## src/design/stscan_pkg.sv

```systemverilog
// Shared types, token codes and character tables for the source token scanner.
`default_nettype none
package stscan_pkg;

    localparam int unsigned LINE_WIDTH_DEF   = 16;
    localparam int unsigned COLUMN_WIDTH_DEF = 16;
    localparam int unsigned OFFSET_WIDTH_DEF = 32;
    localparam int unsigned LENGTH_WIDTH_DEF = 16;
    localparam int unsigned MAX_RESULTS      = 3;

    typedef logic [4:0]  kind_t;
    typedef logic [15:0] line_t;
    typedef logic [15:0] column_t;
    typedef logic [31:0] offset_t;
    typedef logic [15:0] length_t;
    typedef logic [5:0]  kw_mask_t;
    typedef logic [1:0]  res_cnt_t;

    typedef enum logic [2:0] {
        MODE_IDLE  = 3'd0,
        MODE_INT   = 3'd1,
        MODE_FLOAT = 3'd2,
        MODE_DOT   = 3'd3,
        MODE_MINUS = 3'd4,
        MODE_WORD  = 3'd5
    } mode_t;

    localparam kind_t KIND_INT    = 5'd0;
    localparam kind_t KIND_FLOAT  = 5'd1;
    localparam kind_t KIND_PLUS   = 5'd2;
    localparam kind_t KIND_MINUS  = 5'd3;
    localparam kind_t KIND_STAR   = 5'd4;
    localparam kind_t KIND_SLASH  = 5'd5;
    localparam kind_t KIND_LPAREN = 5'd6;
    localparam kind_t KIND_RPAREN = 5'd7;
    localparam kind_t KIND_SEMI   = 5'd8;
    localparam kind_t KIND_COLON  = 5'd9;
    localparam kind_t KIND_EQUAL  = 5'd10;
    localparam kind_t KIND_COMMA  = 5'd11;
    localparam kind_t KIND_ARROW  = 5'd12;
    localparam kind_t KIND_LBRACE = 5'd13;
    localparam kind_t KIND_RBRACE = 5'd14;
    localparam kind_t KIND_KEY0   = 5'd15;
    localparam kind_t KIND_IDENT  = 5'd21;
    localparam kind_t KIND_END    = 5'd22;
    localparam kind_t KIND_ERROR  = 5'd23;

    localparam logic [7:0] CH_LF    = 8'h0A;
    localparam logic [7:0] CH_DOT   = 8'h2E;
    localparam logic [7:0] CH_MINUS = 8'h2D;
    localparam logic [7:0] CH_GT    = 8'h3E;
    localparam logic [7:0] CH_US    = 8'h5F;

    localparam int unsigned KW_COUNT = 6;
    localparam kw_mask_t    KW_ALL   = 6'h3F;
    localparam logic [47:0] KW_TEXT [KW_COUNT] =
        '{"return", "const", "mut", "int", "float", "fn"};
    localparam logic [2:0]  KW_LEN [KW_COUNT] =
        '{3'd6, 3'd5, 3'd3, 3'd3, 3'd5, 3'd2};

    typedef struct packed {
        kind_t   kind;
        line_t   line;
        column_t column;
        offset_t offset;
        length_t length;
        logic    run_end;
    } res_t;

    typedef struct packed {
        res_t [MAX_RESULTS-1:0] res;
        res_cnt_t               cnt;
    } bundle_t;

    typedef struct packed {
        logic  hit;
        kind_t kind;
    } sign_t;

    function automatic logic is_digit(logic [7:0] c);
        return (c >= 8'h30) && (c <= 8'h39);
    endfunction

    function automatic logic is_alpha(logic [7:0] c);
        return ((c >= 8'h61) && (c <= 8'h7A)) || ((c >= 8'h41) && (c <= 8'h5A));
    endfunction

    function automatic logic is_word(logic [7:0] c);
        return is_alpha(c) || is_digit(c) || (c == CH_US);
    endfunction

    function automatic logic is_space(logic [7:0] c);
        return (c == 8'h20) || ((c >= 8'h09) && (c <= 8'h0D));
    endfunction

    function automatic sign_t single_sign(logic [7:0] c);
        sign_t s;
        s.hit = 1'b1;
        case (c)
            8'h2B:   s.kind = KIND_PLUS;
            8'h2A:   s.kind = KIND_STAR;
            8'h2F:   s.kind = KIND_SLASH;
            8'h28:   s.kind = KIND_LPAREN;
            8'h29:   s.kind = KIND_RPAREN;
            8'h3B:   s.kind = KIND_SEMI;
            8'h3A:   s.kind = KIND_COLON;
            8'h3D:   s.kind = KIND_EQUAL;
            8'h2C:   s.kind = KIND_COMMA;
            8'h7B:   s.kind = KIND_LBRACE;
            8'h7D:   s.kind = KIND_RBRACE;
            default: begin
                s.hit  = 1'b0;
                s.kind = KIND_ERROR;
            end
        endcase
        return s;
    endfunction

    // keep keywords whose character at pos equals c
    function automatic kw_mask_t kw_narrow(kw_mask_t mask, logic [7:0] c,
                                           logic [2:0] pos, logic pos_ok);
        kw_mask_t    r;
        logic [47:0] txt;
        int          sh;
        r = '0;
        for (int k = 0; k < KW_COUNT; k++) begin
            txt = KW_TEXT[k];
            sh  = 8 * (int'(KW_LEN[k]) - 1 - int'(pos));
            if (sh < 0) begin
                sh = 0;
            end
            if (mask[k] && pos_ok && (pos < KW_LEN[k]) && (txt[sh +: 8] == c)) begin
                r[k] = 1'b1;
            end
        end
        return r;
    endfunction

endpackage
`default_nettype wire

```

## src/design/stscan_lexer.sv

```systemverilog
// Scanner state and per-byte token logic; yields a bundle of up to three results per item.
`default_nettype none
module stscan_lexer #(
    parameter int unsigned LINE_WIDTH   = stscan_pkg::LINE_WIDTH_DEF,
    parameter int unsigned COLUMN_WIDTH = stscan_pkg::COLUMN_WIDTH_DEF,
    parameter int unsigned OFFSET_WIDTH = stscan_pkg::OFFSET_WIDTH_DEF,
    parameter int unsigned LENGTH_WIDTH = stscan_pkg::LENGTH_WIDTH_DEF
) (
    input  wire                   aclk,
    input  wire                   aresetn,
    input  wire                   accept,
    input  wire  [7:0]            source_byte,
    input  wire                   byte_present,
    input  wire                   final_item,
    output logic                  push,
    output stscan_pkg::bundle_t   bundle
);

    stscan_pkg::mode_t        mode_reg, mode_next;
    stscan_pkg::kw_mask_t     kc_reg, kc_next;
    logic [LINE_WIDTH-1:0]    cur_line_reg, cur_line_next;
    logic [COLUMN_WIDTH-1:0]  cur_col_reg, cur_col_next;
    logic [OFFSET_WIDTH-1:0]  cur_off_reg, cur_off_next;
    logic [LINE_WIDTH-1:0]    pend_line_reg, pend_line_next;
    logic [COLUMN_WIDTH-1:0]  pend_col_reg, pend_col_next;
    logic [OFFSET_WIDTH-1:0]  pend_off_reg, pend_off_next;
    logic [LENGTH_WIDTH-1:0]  pend_len_reg, pend_len_next;

    stscan_pkg::bundle_t      bnd;
    stscan_pkg::res_cnt_t     n;
    stscan_pkg::sign_t        sgn;
    logic                     used;

    function automatic stscan_pkg::res_t mk_res(
        stscan_pkg::kind_t kind, logic [LINE_WIDTH-1:0] line,
        logic [COLUMN_WIDTH-1:0] col, logic [OFFSET_WIDTH-1:0] off,
        logic [LENGTH_WIDTH-1:0] len);
        stscan_pkg::res_t r;
        r.kind    = kind;
        r.line    = stscan_pkg::line_t'(line);
        r.column  = stscan_pkg::column_t'(col);
        r.offset  = stscan_pkg::offset_t'(off);
        r.length  = stscan_pkg::length_t'(len);
        r.run_end = 1'b0;
        return r;
    endfunction

    function automatic stscan_pkg::kind_t flush_kind(stscan_pkg::mode_t m,
                                                     stscan_pkg::kw_mask_t kc,
                                                     logic [LENGTH_WIDTH-1:0] len);
        stscan_pkg::kind_t k;
        k = stscan_pkg::KIND_ERROR;
        unique case (m)
            stscan_pkg::MODE_INT:   k = stscan_pkg::KIND_INT;
            stscan_pkg::MODE_FLOAT: k = stscan_pkg::KIND_FLOAT;
            stscan_pkg::MODE_DOT:   k = stscan_pkg::KIND_ERROR;
            stscan_pkg::MODE_MINUS: k = stscan_pkg::KIND_MINUS;
            stscan_pkg::MODE_WORD: begin
                k = stscan_pkg::KIND_IDENT;
                // lowest keyword index wins
                for (int i = stscan_pkg::KW_COUNT - 1; i >= 0; i--) begin
                    if (kc[i] && (len == LENGTH_WIDTH'(stscan_pkg::KW_LEN[i]))) begin
                        k = stscan_pkg::kind_t'(stscan_pkg::KIND_KEY0 + 5'(i));
                    end
                end
            end
            default: k = stscan_pkg::KIND_ERROR;
        endcase
        return k;
    endfunction

    always_comb begin
        mode_next      = mode_reg;
        kc_next        = kc_reg;
        cur_line_next  = cur_line_reg;
        cur_col_next   = cur_col_reg;
        cur_off_next   = cur_off_reg;
        pend_line_next = pend_line_reg;
        pend_col_next  = pend_col_reg;
        pend_off_next  = pend_off_reg;
        pend_len_next  = pend_len_reg;
        bnd            = '0;
        n              = '0;
        used           = 1'b0;
        sgn            = stscan_pkg::single_sign(source_byte);

        if (byte_present) begin
            unique case (mode_next)
                stscan_pkg::MODE_INT: begin
                    if (stscan_pkg::is_digit(source_byte)) begin
                        used = 1'b1;
                    end else if (source_byte == stscan_pkg::CH_DOT) begin
                        used      = 1'b1;
                        mode_next = stscan_pkg::MODE_FLOAT;
                    end
                end
                stscan_pkg::MODE_FLOAT: begin
                    used = stscan_pkg::is_digit(source_byte);
                end
                stscan_pkg::MODE_DOT: begin
                    if (stscan_pkg::is_digit(source_byte)) begin
                        used      = 1'b1;
                        mode_next = stscan_pkg::MODE_FLOAT;
                    end
                end
                stscan_pkg::MODE_MINUS: begin
                    if (source_byte == stscan_pkg::CH_GT) begin
                        bnd.res[n] = mk_res(stscan_pkg::KIND_ARROW, pend_line_next,
                                            pend_col_next, pend_off_next,
                                            LENGTH_WIDTH'(2));
                        n         = n + 2'd1;
                        mode_next = stscan_pkg::MODE_IDLE;
                        used      = 1'b1;
                    end
                end
                stscan_pkg::MODE_WORD: begin
                    if (stscan_pkg::is_word(source_byte)) begin
                        kc_next = stscan_pkg::kw_narrow(kc_next, source_byte,
                                      pend_len_next[2:0],
                                      (pend_len_next >> 3) == '0);
                        used = 1'b1;
                    end
                end
                default: mode_next = stscan_pkg::MODE_IDLE;
            endcase

            // arrow consumes the byte without growing the pending token
            if (used && (mode_next != stscan_pkg::MODE_IDLE)) begin
                pend_len_next = (pend_len_next == '1) ? pend_len_next
                                                      : pend_len_next + 1'b1;
            end

            if (!used) begin
                if (mode_next != stscan_pkg::MODE_IDLE) begin
                    bnd.res[n] = mk_res(flush_kind(mode_next, kc_next, pend_len_next),
                                        pend_line_next, pend_col_next, pend_off_next,
                                        pend_len_next);
                    n = n + 2'd1;
                end
                mode_next = stscan_pkg::MODE_IDLE;
                kc_next   = stscan_pkg::KW_ALL;

                if (stscan_pkg::is_space(source_byte)) begin
                    mode_next = stscan_pkg::MODE_IDLE;
                end else if (stscan_pkg::is_digit(source_byte) ||
                             (source_byte == stscan_pkg::CH_DOT) ||
                             (source_byte == stscan_pkg::CH_MINUS) ||
                             stscan_pkg::is_alpha(source_byte) ||
                             (source_byte == stscan_pkg::CH_US)) begin
                    pend_line_next = cur_line_reg;
                    pend_col_next  = cur_col_reg;
                    pend_off_next  = cur_off_reg;
                    pend_len_next  = LENGTH_WIDTH'(1);
                    if (stscan_pkg::is_digit(source_byte)) begin
                        mode_next = stscan_pkg::MODE_INT;
                    end else if (source_byte == stscan_pkg::CH_DOT) begin
                        mode_next = stscan_pkg::MODE_DOT;
                    end else if (source_byte == stscan_pkg::CH_MINUS) begin
                        mode_next = stscan_pkg::MODE_MINUS;
                    end else begin
                        mode_next = stscan_pkg::MODE_WORD;
                        kc_next   = stscan_pkg::kw_narrow(stscan_pkg::KW_ALL,
                                        source_byte, 3'd0, 1'b1);
                    end
                end else begin
                    bnd.res[n] = mk_res(sgn.hit ? sgn.kind : stscan_pkg::KIND_ERROR,
                                        cur_line_reg, cur_col_reg, cur_off_reg,
                                        LENGTH_WIDTH'(1));
                    n = n + 2'd1;
                end
            end

            if (source_byte == stscan_pkg::CH_LF) begin
                cur_line_next = (cur_line_reg == '1) ? cur_line_reg : cur_line_reg + 1'b1;
                cur_col_next  = '0;
            end else begin
                cur_col_next = (cur_col_reg == '1) ? cur_col_reg : cur_col_reg + 1'b1;
            end
            cur_off_next = (cur_off_reg == '1) ? cur_off_reg : cur_off_reg + 1'b1;
        end

        if (final_item) begin
            if (mode_next != stscan_pkg::MODE_IDLE) begin
                bnd.res[n] = mk_res(flush_kind(mode_next, kc_next, pend_len_next),
                                    pend_line_next, pend_col_next, pend_off_next,
                                    pend_len_next);
                n = n + 2'd1;
            end
            bnd.res[n] = mk_res(stscan_pkg::KIND_END, cur_line_next, cur_col_next,
                                cur_off_next, '0);
            n = n + 2'd1;
            mode_next      = stscan_pkg::MODE_IDLE;
            kc_next        = stscan_pkg::KW_ALL;
            cur_line_next  = '0;
            cur_col_next   = '0;
            cur_off_next   = '0;
            pend_line_next = '0;
            pend_col_next  = '0;
            pend_off_next  = '0;
            pend_len_next  = '0;
        end

        if (n != '0) begin
            bnd.res[n - 2'd1].run_end = 1'b1;
        end
        bnd.cnt = n;
    end

    assign push   = accept && (n != '0);
    assign bundle = bnd;

    always_ff @(posedge aclk) begin
        if (!aresetn) begin
            mode_reg      <= stscan_pkg::MODE_IDLE;
            kc_reg        <= stscan_pkg::KW_ALL;
            cur_line_reg  <= '0;
            cur_col_reg   <= '0;
            cur_off_reg   <= '0;
            pend_line_reg <= '0;
            pend_col_reg  <= '0;
            pend_off_reg  <= '0;
            pend_len_reg  <= '0;
        end else if (accept) begin
            mode_reg      <= mode_next;
            kc_reg        <= kc_next;
            cur_line_reg  <= cur_line_next;
            cur_col_reg   <= cur_col_next;
            cur_off_reg   <= cur_off_next;
            pend_line_reg <= pend_line_next;
            pend_col_reg  <= pend_col_next;
            pend_off_reg  <= pend_off_next;
            pend_len_reg  <= pend_len_next;
        end
    end

endmodule
`default_nettype wire

```

## src/design/stscan_outq.sv

```systemverilog
// Two-entry queue of result bundles, drained one result per output handshake.
`default_nettype none
module stscan_outq (
    input  wire                  aclk,
    input  wire                  aresetn,
    input  wire                  push,
    input  stscan_pkg::bundle_t  bundle,
    output logic                 in_ready,
    output logic                 out_valid,
    input  wire                  out_ready,
    output stscan_pkg::res_t     out_res
);

    stscan_pkg::bundle_t   q_reg [2];
    logic                  wr_ptr_reg, wr_ptr_next;
    logic                  rd_ptr_reg, rd_ptr_next;
    logic [1:0]            cnt_reg, cnt_next;
    stscan_pkg::res_cnt_t  idx_reg, idx_next;
    stscan_pkg::bundle_t   head;
    logic                  take, pop;

    assign head      = q_reg[rd_ptr_reg];
    assign out_valid = cnt_reg != 2'd0;
    assign in_ready  = cnt_reg != 2'd2;
    assign out_res   = head.res[idx_reg];
    assign take      = out_valid && out_ready;
    assign pop       = take && (idx_reg == head.cnt - 2'd1);

    always_comb begin
        wr_ptr_next = push ? ~wr_ptr_reg : wr_ptr_reg;
        rd_ptr_next = pop ? ~rd_ptr_reg : rd_ptr_reg;
        cnt_next    = cnt_reg + {1'b0, push} - {1'b0, pop};
        idx_next    = pop ? '0 : (take ? idx_reg + 2'd1 : idx_reg);
    end

    always_ff @(posedge aclk) begin
        if (!aresetn) begin
            wr_ptr_reg <= 1'b0;
            rd_ptr_reg <= 1'b0;
            cnt_reg    <= '0;
            idx_reg    <= '0;
        end else begin
            wr_ptr_reg <= wr_ptr_next;
            rd_ptr_reg <= rd_ptr_next;
            cnt_reg    <= cnt_next;
            idx_reg    <= idx_next;
        end
    end

    always_ff @(posedge aclk) begin
        if (push) begin
            q_reg[wr_ptr_reg] <= bundle;
        end
    end

endmodule
`default_nettype wire

```

## src/design/source_token_scanner_core.sv

```systemverilog
// Top level of the source token scanner: byte-in, token-out lexer.
//
//  channel | dir | handshake           | payload
//  --------+-----+---------------------+------------------------------------------------
//  s_      | in  | s_valid / s_ready   | source_byte, byte_present, final_item
//  m_      | out | m_valid / m_ready   | token_kind, start_line, start_column,
//          |     |                     | start_offset, token_length, run_end
//
//  One byte is taken per cycle while s_ready is high; its up to three tokens go into a
//  two-entry bundle queue and leave one per cycle while m_ready is high, so the sustained
//  rate is one item per cycle while items average at most one token. Input stalls only
//  while the queue holds two bundles. Synchronous active-low reset clears scanner state
//  and the queue; no clearing pass.
`default_nettype none
module source_token_scanner_core #(
    parameter int unsigned LINE_WIDTH   = stscan_pkg::LINE_WIDTH_DEF,
    parameter int unsigned COLUMN_WIDTH = stscan_pkg::COLUMN_WIDTH_DEF,
    parameter int unsigned OFFSET_WIDTH = stscan_pkg::OFFSET_WIDTH_DEF,
    parameter int unsigned LENGTH_WIDTH = stscan_pkg::LENGTH_WIDTH_DEF
) (
    input  wire         aclk,
    input  wire         aresetn,
    input  wire         s_valid,
    output logic        s_ready,
    input  wire  [7:0]  s_source_byte,
    input  wire         s_byte_present,
    input  wire         s_final_item,
    output logic        m_valid,
    input  wire         m_ready,
    output logic [4:0]  m_token_kind,
    output logic [15:0] m_start_line,
    output logic [15:0] m_start_column,
    output logic [31:0] m_start_offset,
    output logic [15:0] m_token_length,
    output logic        m_run_end
);

    stscan_pkg::bundle_t bundle;
    stscan_pkg::res_t    res;
    logic                push;
    logic                accept;

    assign accept = s_valid && s_ready;

    stscan_lexer #(
        .LINE_WIDTH   (LINE_WIDTH),
        .COLUMN_WIDTH (COLUMN_WIDTH),
        .OFFSET_WIDTH (OFFSET_WIDTH),
        .LENGTH_WIDTH (LENGTH_WIDTH)
    ) u_lexer (
        .aclk         (aclk),
        .aresetn      (aresetn),
        .accept       (accept),
        .source_byte  (s_source_byte),
        .byte_present (s_byte_present),
        .final_item   (s_final_item),
        .push         (push),
        .bundle       (bundle)
    );

    stscan_outq u_outq (
        .aclk      (aclk),
        .aresetn   (aresetn),
        .push      (push),
        .bundle    (bundle),
        .in_ready  (s_ready),
        .out_valid (m_valid),
        .out_ready (m_ready),
        .out_res   (res)
    );

    assign m_token_kind   = res.kind;
    assign m_start_line   = res.line;
    assign m_start_column = res.column;
    assign m_start_offset = res.offset;
    assign m_token_length = res.length;
    assign m_run_end      = res.run_end;

endmodule
`default_nettype wire

```

## config.mk

```make
export PLATFORM = sky130hd
export DESIGN_NAME = source_token_scanner_core
export DESIGN_NICKNAME = d
export VERILOG_FILES = /design/src/design/stscan_pkg.sv /design/src/design/stscan_lexer.sv /design/src/design/stscan_outq.sv /design/src/design/source_token_scanner_core.sv
export SDC_FILE = /design/constraint.sdc
export NUM_CORES = 1
export LEC_CHECK = 0
export BUFFER_PORTS_ARGS = -buffer_cell sky130_fd_sc_hd__buf_2
export CAP_MARGIN = 40
export CORE_MARGIN = 5
export CORE_UTILIZATION = 50
export DETAILED_ROUTE_END_ITERATION = 8
export PLACE_DENSITY = 0.71
export SLEW_MARGIN = 20
export SYNTH_ARGS = -nofsm -noshare
export SYNTH_HDL_FRONTEND = slang
export SYNTH_HIERARCHICAL = 1
export SYNTH_SLANG_ARGS = --single-unit
```

## constraint.sdc

```tcl
create_clock -name aclk -period 20.9 [get_ports aclk]
set_input_delay 2.09 -clock aclk [delete_from_list [all_inputs] [get_ports aclk]]
set_output_delay 2.09 -clock aclk [all_outputs]
set_load 0.03 [all_outputs]
```

==> flow_summary.toml, run 1 <==
[clocking]
clock_sinks = 680
path_clk_slew_ns = 0.06
cts_buffers = 71
cts_resized = 0
cts_tree = "done"
cts-root-buf = "clkbuf_16"
clock_latency_ns = 0.62
hold_buffers = 0
cts_setup_buffers = 0
htreeDepth = 3
cts_buffer_depth = 3

[synth]
synth-seq-area-share_pct = 50.5
synth_cell_types = 98
synth-edff-count = 520
synth_nets = 3596
synth-seq-cells = 680
avgSynthCellArea_sq_um = 10.5
synthArstFlopShare_pct = 0
netlist_area_sq_um = 37300
ys.flop_type = "edfxtp_1"
syn_inst = 3551
yosys_warnings = 6

[placement]
dpl.hpwl_um = 67600
io_buffers = 101
dpl.cell_count = 4377
place.gp.congestion = 0.932

[route]
vias_per_cell = 6.56
drc = 0
ant_nets = 0
vias = 29647
avgRoutedWirePerCell_um = 24.7
drtPass1Iterations = 6
drt-initial-drc-count = 3629
wl_um = 112000

[timing]
rsz0062_at_grt = "false"
tightest_slew_ns = 1.13
min_period_ns = 8.44
fin_skew_ns = 0.0383
tns_ns = 0
finalCritPeriodShare_pct = 40.4
finalSetupViolCount = 0
report.final.hold_viol_count = 0
fmax_mhz = 118
drv_slew = 0
maxSlewHeadroom_pct = 24.6

[cells_and_area]
drive_above_1_share_pct = 13.5
largest_reg_flops = 520
fin_cells = 4521
nFillCells = 6268
final_nets = 3539
diodes = 0
syn2layout_area_growth_pct = 10.1

[worst_setup_path]
critical_path.endpoint_type = "flop"
path_max_fanout = 58
reg2reg_slack_ns = 13.89
crit_type = "in -> reg"
crit_arrival_ns = 8.79
worstRegToRegCells = 19
reg2reg_to = "u_outq/q_reg[0][210]"
startpoint_type = "input port"
crit_required_ns = 21.25
reg2reg_from = "u_lexer/mode_reg[2]"

[hold_path]
worstHoldStart = "u_outq/rd_ptr_reg"
worstHoldPathCells = 2
hp-class = "reg -> reg"

[die]
chipWidth_um = 283
rows = 100
initial_core_util_pct = 50.3
design.die.area_sq_um = 80200
io_pins = 102
core_sq_um = 74200
dieHeight_um = 283

[global_route]
grt_pass1_vias = 28746
grt_use_total_pct = 26.9
grt_start_max_net_pins = 185
overflow = 0
grt_pass1_wl_um = 171000
antenna_found_initial = 1

[run]
drv_cap = 0

[pwr]
p_leak_nw = 13.5
powerDensity_nw_per_um2 = 97.1
irDropWorstVdd_mv = 0.0855

[outcome]
outcome = "completed"
==> logic make-up (layout without fill, tap and decap cells) <==
family	count (synthesis)	count (layout)	share of synthesized area [%]
compound gates	1028	1028	18.0
xor+xnor	86	86	2.04
fa+ha+maj	31	31	1.04
buf+inv	552	553	6.01
flops	680	680	50.5
mux	253	253	9.73
simple gates	921	921	12.7
==> where the power goes <==
group	total, W	switching, W	leakage, nW	internal, W
Clock	0.00125	0.000523	1.13	0.000731
Sequential	0.00171	0.0000532	6.22	0.00165
Combinational	0.00103	0.000694	6.19	0.000331
Total	0.00399	0.00127	13.5	0.00272
==> synthesized netlist by cell type, drive strengths merged (86+ instances only) <==
cell | n | area share, %
dfxtp | 160 | 8.6
a21oi | 196 | 2.6
mux2i | 163 | 4.4
nor2 | 238 | 2.4
mux4 | 86 | 5.2
edfxtp | 520 | 42
inv | 245 | 2.5
and2 | 150 | 2.5
a22oi | 95 | 1.9
o22ai | 260 | 4.4
nand2 | 182 | 1.8
buf | 102 | 1.5
o21ai | 216 | 2.9
clkbuf | 204 | 2.1
==> final cells by class <==
cell class | count | area [sq um] | share of cell area [%]
tap | 969 | 1210 | 2.95
timing repair buffer | 176 | 1460 | 3.56
inverter | 246 | 923 | 2.25
multi-input combinational | 2319 | 16400 | 39.8
clock buffer | 107 | 2060 | 5.01
clock inverter | 24 | 236 | 0.576
sequential | 680 | 18800 | 45.8
==> worst max-delay path, cell delays in order <==
cell      delay [ns]
buf_2           0.35
inv_1           0.26
nor4_4          0.48
o21ai_1         0.41
nor2_1          0.63
nand2_1         0.23
a21oi_1         0.37
inv_1           0.12
ha_1            0.29
nand2_1         0.05
a21boi_0        0.17
inv_1           0.09
ha_2            0.49
buf_4           0.73
and2_2          0.26
buf_4           0.69
nor2_1          0.18
buf_4           0.26
o31a_1          0.32
a211oi_1        0.17
nor2_1          0.09
==> layer usage <==
metal,track usage [%],routed length (um)
met5,0,13
met4,10.6,4150
met3,5.64,12000
met2,42.5,51300
met1,36.8,44200
==> stage by stage <==
step,setup WS [ns],power (W),hold WS [ns],util [%],instance area [sq um]
after CTS,12.67,0.00400,0.487,55.0,40800
after global placement,12.22,0.00272,0.460,51.4,38200
after floorplan,3.27,0.00248,0.452,-,37300
final,12.46,0.00399,0.488,55.4,41100
after detailed placement,12.03,0.00276,0.493,52.0,38500
after global routing,12.16,0.00414,0.531,55.4,41100
==> cell usage in the layout (no fill, tap or decap), drive strengths merged, types with 150 or more instances in the layout <==
cell	instances
nor2	238
and2	150
buf	172
mux2i	163
o21ai	216
nand2	182
a21oi	196
dfxtp	160
o22ai	260
edfxtp	520
inv	245
==> how the worst max path moves through the flow <==
stage	start	to	slack [ns]	depth (start not counted)
floorplan	s_source_byte[0]	u_outq/q_reg[0][0]	3.27	16
global placement	s_source_byte[3]	u_outq/q_reg[0][210]	12.22	21
detailed placement	s_source_byte[3]	u_outq/q_reg[0][210]	12.03	21
CTS	s_source_byte[3]	u_outq/q_reg[1][210]	12.67	21
global route	s_source_byte[3]	u_outq/q_reg[0][210]	12.16	21
finish	s_source_byte[3]	u_outq/q_reg[0][210]	12.46	21
No activity file was read; power rests on OpenSTA's default activity.
==> run 2, diff against run 1 <==
- clock period: 20.9 -> 7.8 ns (I/O delays scaled with it)
==> run 2 against run 1 <==
  * Power grew to 2.7 times the previous value
  * Sequential share of layout area is essentially flat
  * Clock skew shrank 0.0082 ns
  * Critical endpoint is now u_outq/q_reg[1][46]
==> flow_summary.toml, run 2 (synthesis gave the netlist of run 1 again) <==
[pwr]
power.total_w = 0.0107
p_leak_nw = 13.5
irDropWorstVdd_mv = 0.168
powerDensity_nw_per_um2 = 261

[global_route]
grt_start_max_net_pins = 110
antenna_found_initial = 2
grt_use_total_pct = 26.1
grt_pass1_vias = 28312
grt_pass1_wl_um = 167000
overflow = 0

[clocking]
path_clk_slew_ns = 0.06
cts_tree = "done"
cts-root-buf = "clkbuf_16"
cts_resized = 0
htreeDepth = 3
cts_buffers = 69
cts_buffer_depth = 3
clock_sinks = 680
cts_setup_buffers = 0
hold_buffers = 0
clock_latency_ns = 0.62

[route]
ant_nets = 0
drtPass1Iterations = 6
drc = 0
drt-initial-drc-count = 3427
vias = 29389
vias_per_cell = 6.51
wl_um = 109000
avgRoutedWirePerCell_um = 24.1

[cells_and_area]
diodes = 0
largest_reg_flops = 520
layout_commonest_cell = "edfxtp_1"
final_nets = 3535
drive_above_1_share_pct = 14.1
final_cell_mix = "edfxtp_1 (520), o22ai_1 (260), inv_1 (243), nor2_1 (235), o21ai_0 (208)"
syn2layout_area_growth_pct = 10.1
nFillCells = 6309

[placement]
io_buffers = 101
place_ws_ns = 1.39
place.gp.congestion = 0.962
dpl.hpwl_um = 67100

[die]
chipWidth_um = 283
dieHeight_um = 283
initial_core_util_pct = 50.3
rows = 100
core_sq_um = 74200
design.die.area_sq_um = 80200
io_pins = 102

[timing]
report.final.hold_viol_count = 0
hold-worst-slack_ns = 0.466
drv_slew = 0
fin_skew_ns = 0.0301
maxSlewHeadroom_pct = 34.5
fmax_mhz = 170
finalWorstSetupSlack_ns = 1.92
min_period_ns = 5.88
tightest_slew_ns = 0.977
finalCritPeriodShare_pct = 75.4
finalSetupViolCount = 0
rsz0062_at_grt = "false"

[worst_setup_path]
critical_path.endpoint_type = "flop"
slowest_delay_ns = 0.75
path_max_fanout = 45
reg2reg_slack_ns = 2.10
crit_arrival_ns = 6.18
crit_type = "in -> reg"
crit_top_cell = "inv_1"
startpoint_type = "input port"
crit_required_ns = 8.10
critPathSlowestCell = "and2_4"
cp_cell_sequence = "buf_2, inv_1, nor4_4, o21a_2, nand2_4, o21ai_1, or3_1, inv_1, a21boi_2, ha_1, mux2i_2, o21a_1, and2_4, buf_4"

[outcome]
outcome = "completed"

[hold_path]
hp-class = "reg -> reg"

[run]
drv_cap = 0
[run 2: cell types whose count changed in the layout (fill, tap and decap cells not counted), moves of 3 or more]
cell / change
clkbuf_1: -16
buf_4: +9
buf_16: -7
bufinv_16: +6
clkbuf_16: -4
clkbuf_2: -3
clkbuf_8: -3
clkinv_2: +3
inv_6: +3
nor3_1: -3
nor3_2: +3
[run 2: worst max-delay path, delay by kind of cell]
| family | cells | cell delay (ns) |
|---|---|---|
| buffers and inverters | 4 | 1.12 |
| adders and majority gates | 1 | 0.27 |
| and+or+nand+nor | 4 | 1.87 |
| muxes | 1 | 0.37 |
| AOI/OAI and AO/OA | 4 | 1.71 |
[run 2: cell type report]
| class | count | area, sq um | share of cell area, % |
|---|---|---|---|
| clock inverter | 42 | 498 | 1.21 |
| tap | 969 | 1210 | 2.95 |
| inverter | 246 | 923 | 2.25 |
| sequential | 680 | 18800 | 45.9 |
| multi-input combinational | 2319 | 16400 | 40.0 |
| clock buffer | 84 | 1860 | 4.52 |
| timing repair buffer | 174 | 1320 | 3.21 |
[run 2: where the power goes]
group / total [W] / internal [W] / leakage, nW / switching [W]
Sequential: 0.00459 / 0.00443 / 6.19 / 0.000153
Clock: 0.00344 / 0.00204 / 1.16 / 0.00141
Combinational: 0.00269 / 0.000868 / 6.14 / 0.00182
[run 2: layer usage]
layer  GRT usage (%)  share of wire, %  vias up
met5               0             0.012        -
met4            9.84               3.6        2
met3            4.16               9.8      318
met2            42.1                46     1697
met1            35.8                40    14135
li1                -                 -    13237
[run 2: final timing paths]
check                                         start             endpoint  cells after the start
worst max-delay path               s_source_byte[3]  u_outq/q_reg[1][46]                     14
worst min-delay path              u_outq/rd_ptr_reg                 flop                      2
worst max register to register  u_lexer/mode_reg[1]  u_outq/q_reg[1][46]                     13
worst min register to register    u_outq/rd_ptr_reg                 flop                      2
[run 2: through the flow]
stage | utilization, % | cell area (sq um) | cells | setup TNS [ns]
after floorplan | - | 37400 | 3551 | -43.74
after global placement | 51.8 | 38400 | 4373 | 0
after detailed placement | 52.1 | 38700 | 4385 | 0
after CTS | 55.3 | 41000 | 4511 | 0
after global routing | 55.3 | 41000 | 4514 | 0
final | 55.3 | 41000 | 4514 | 0
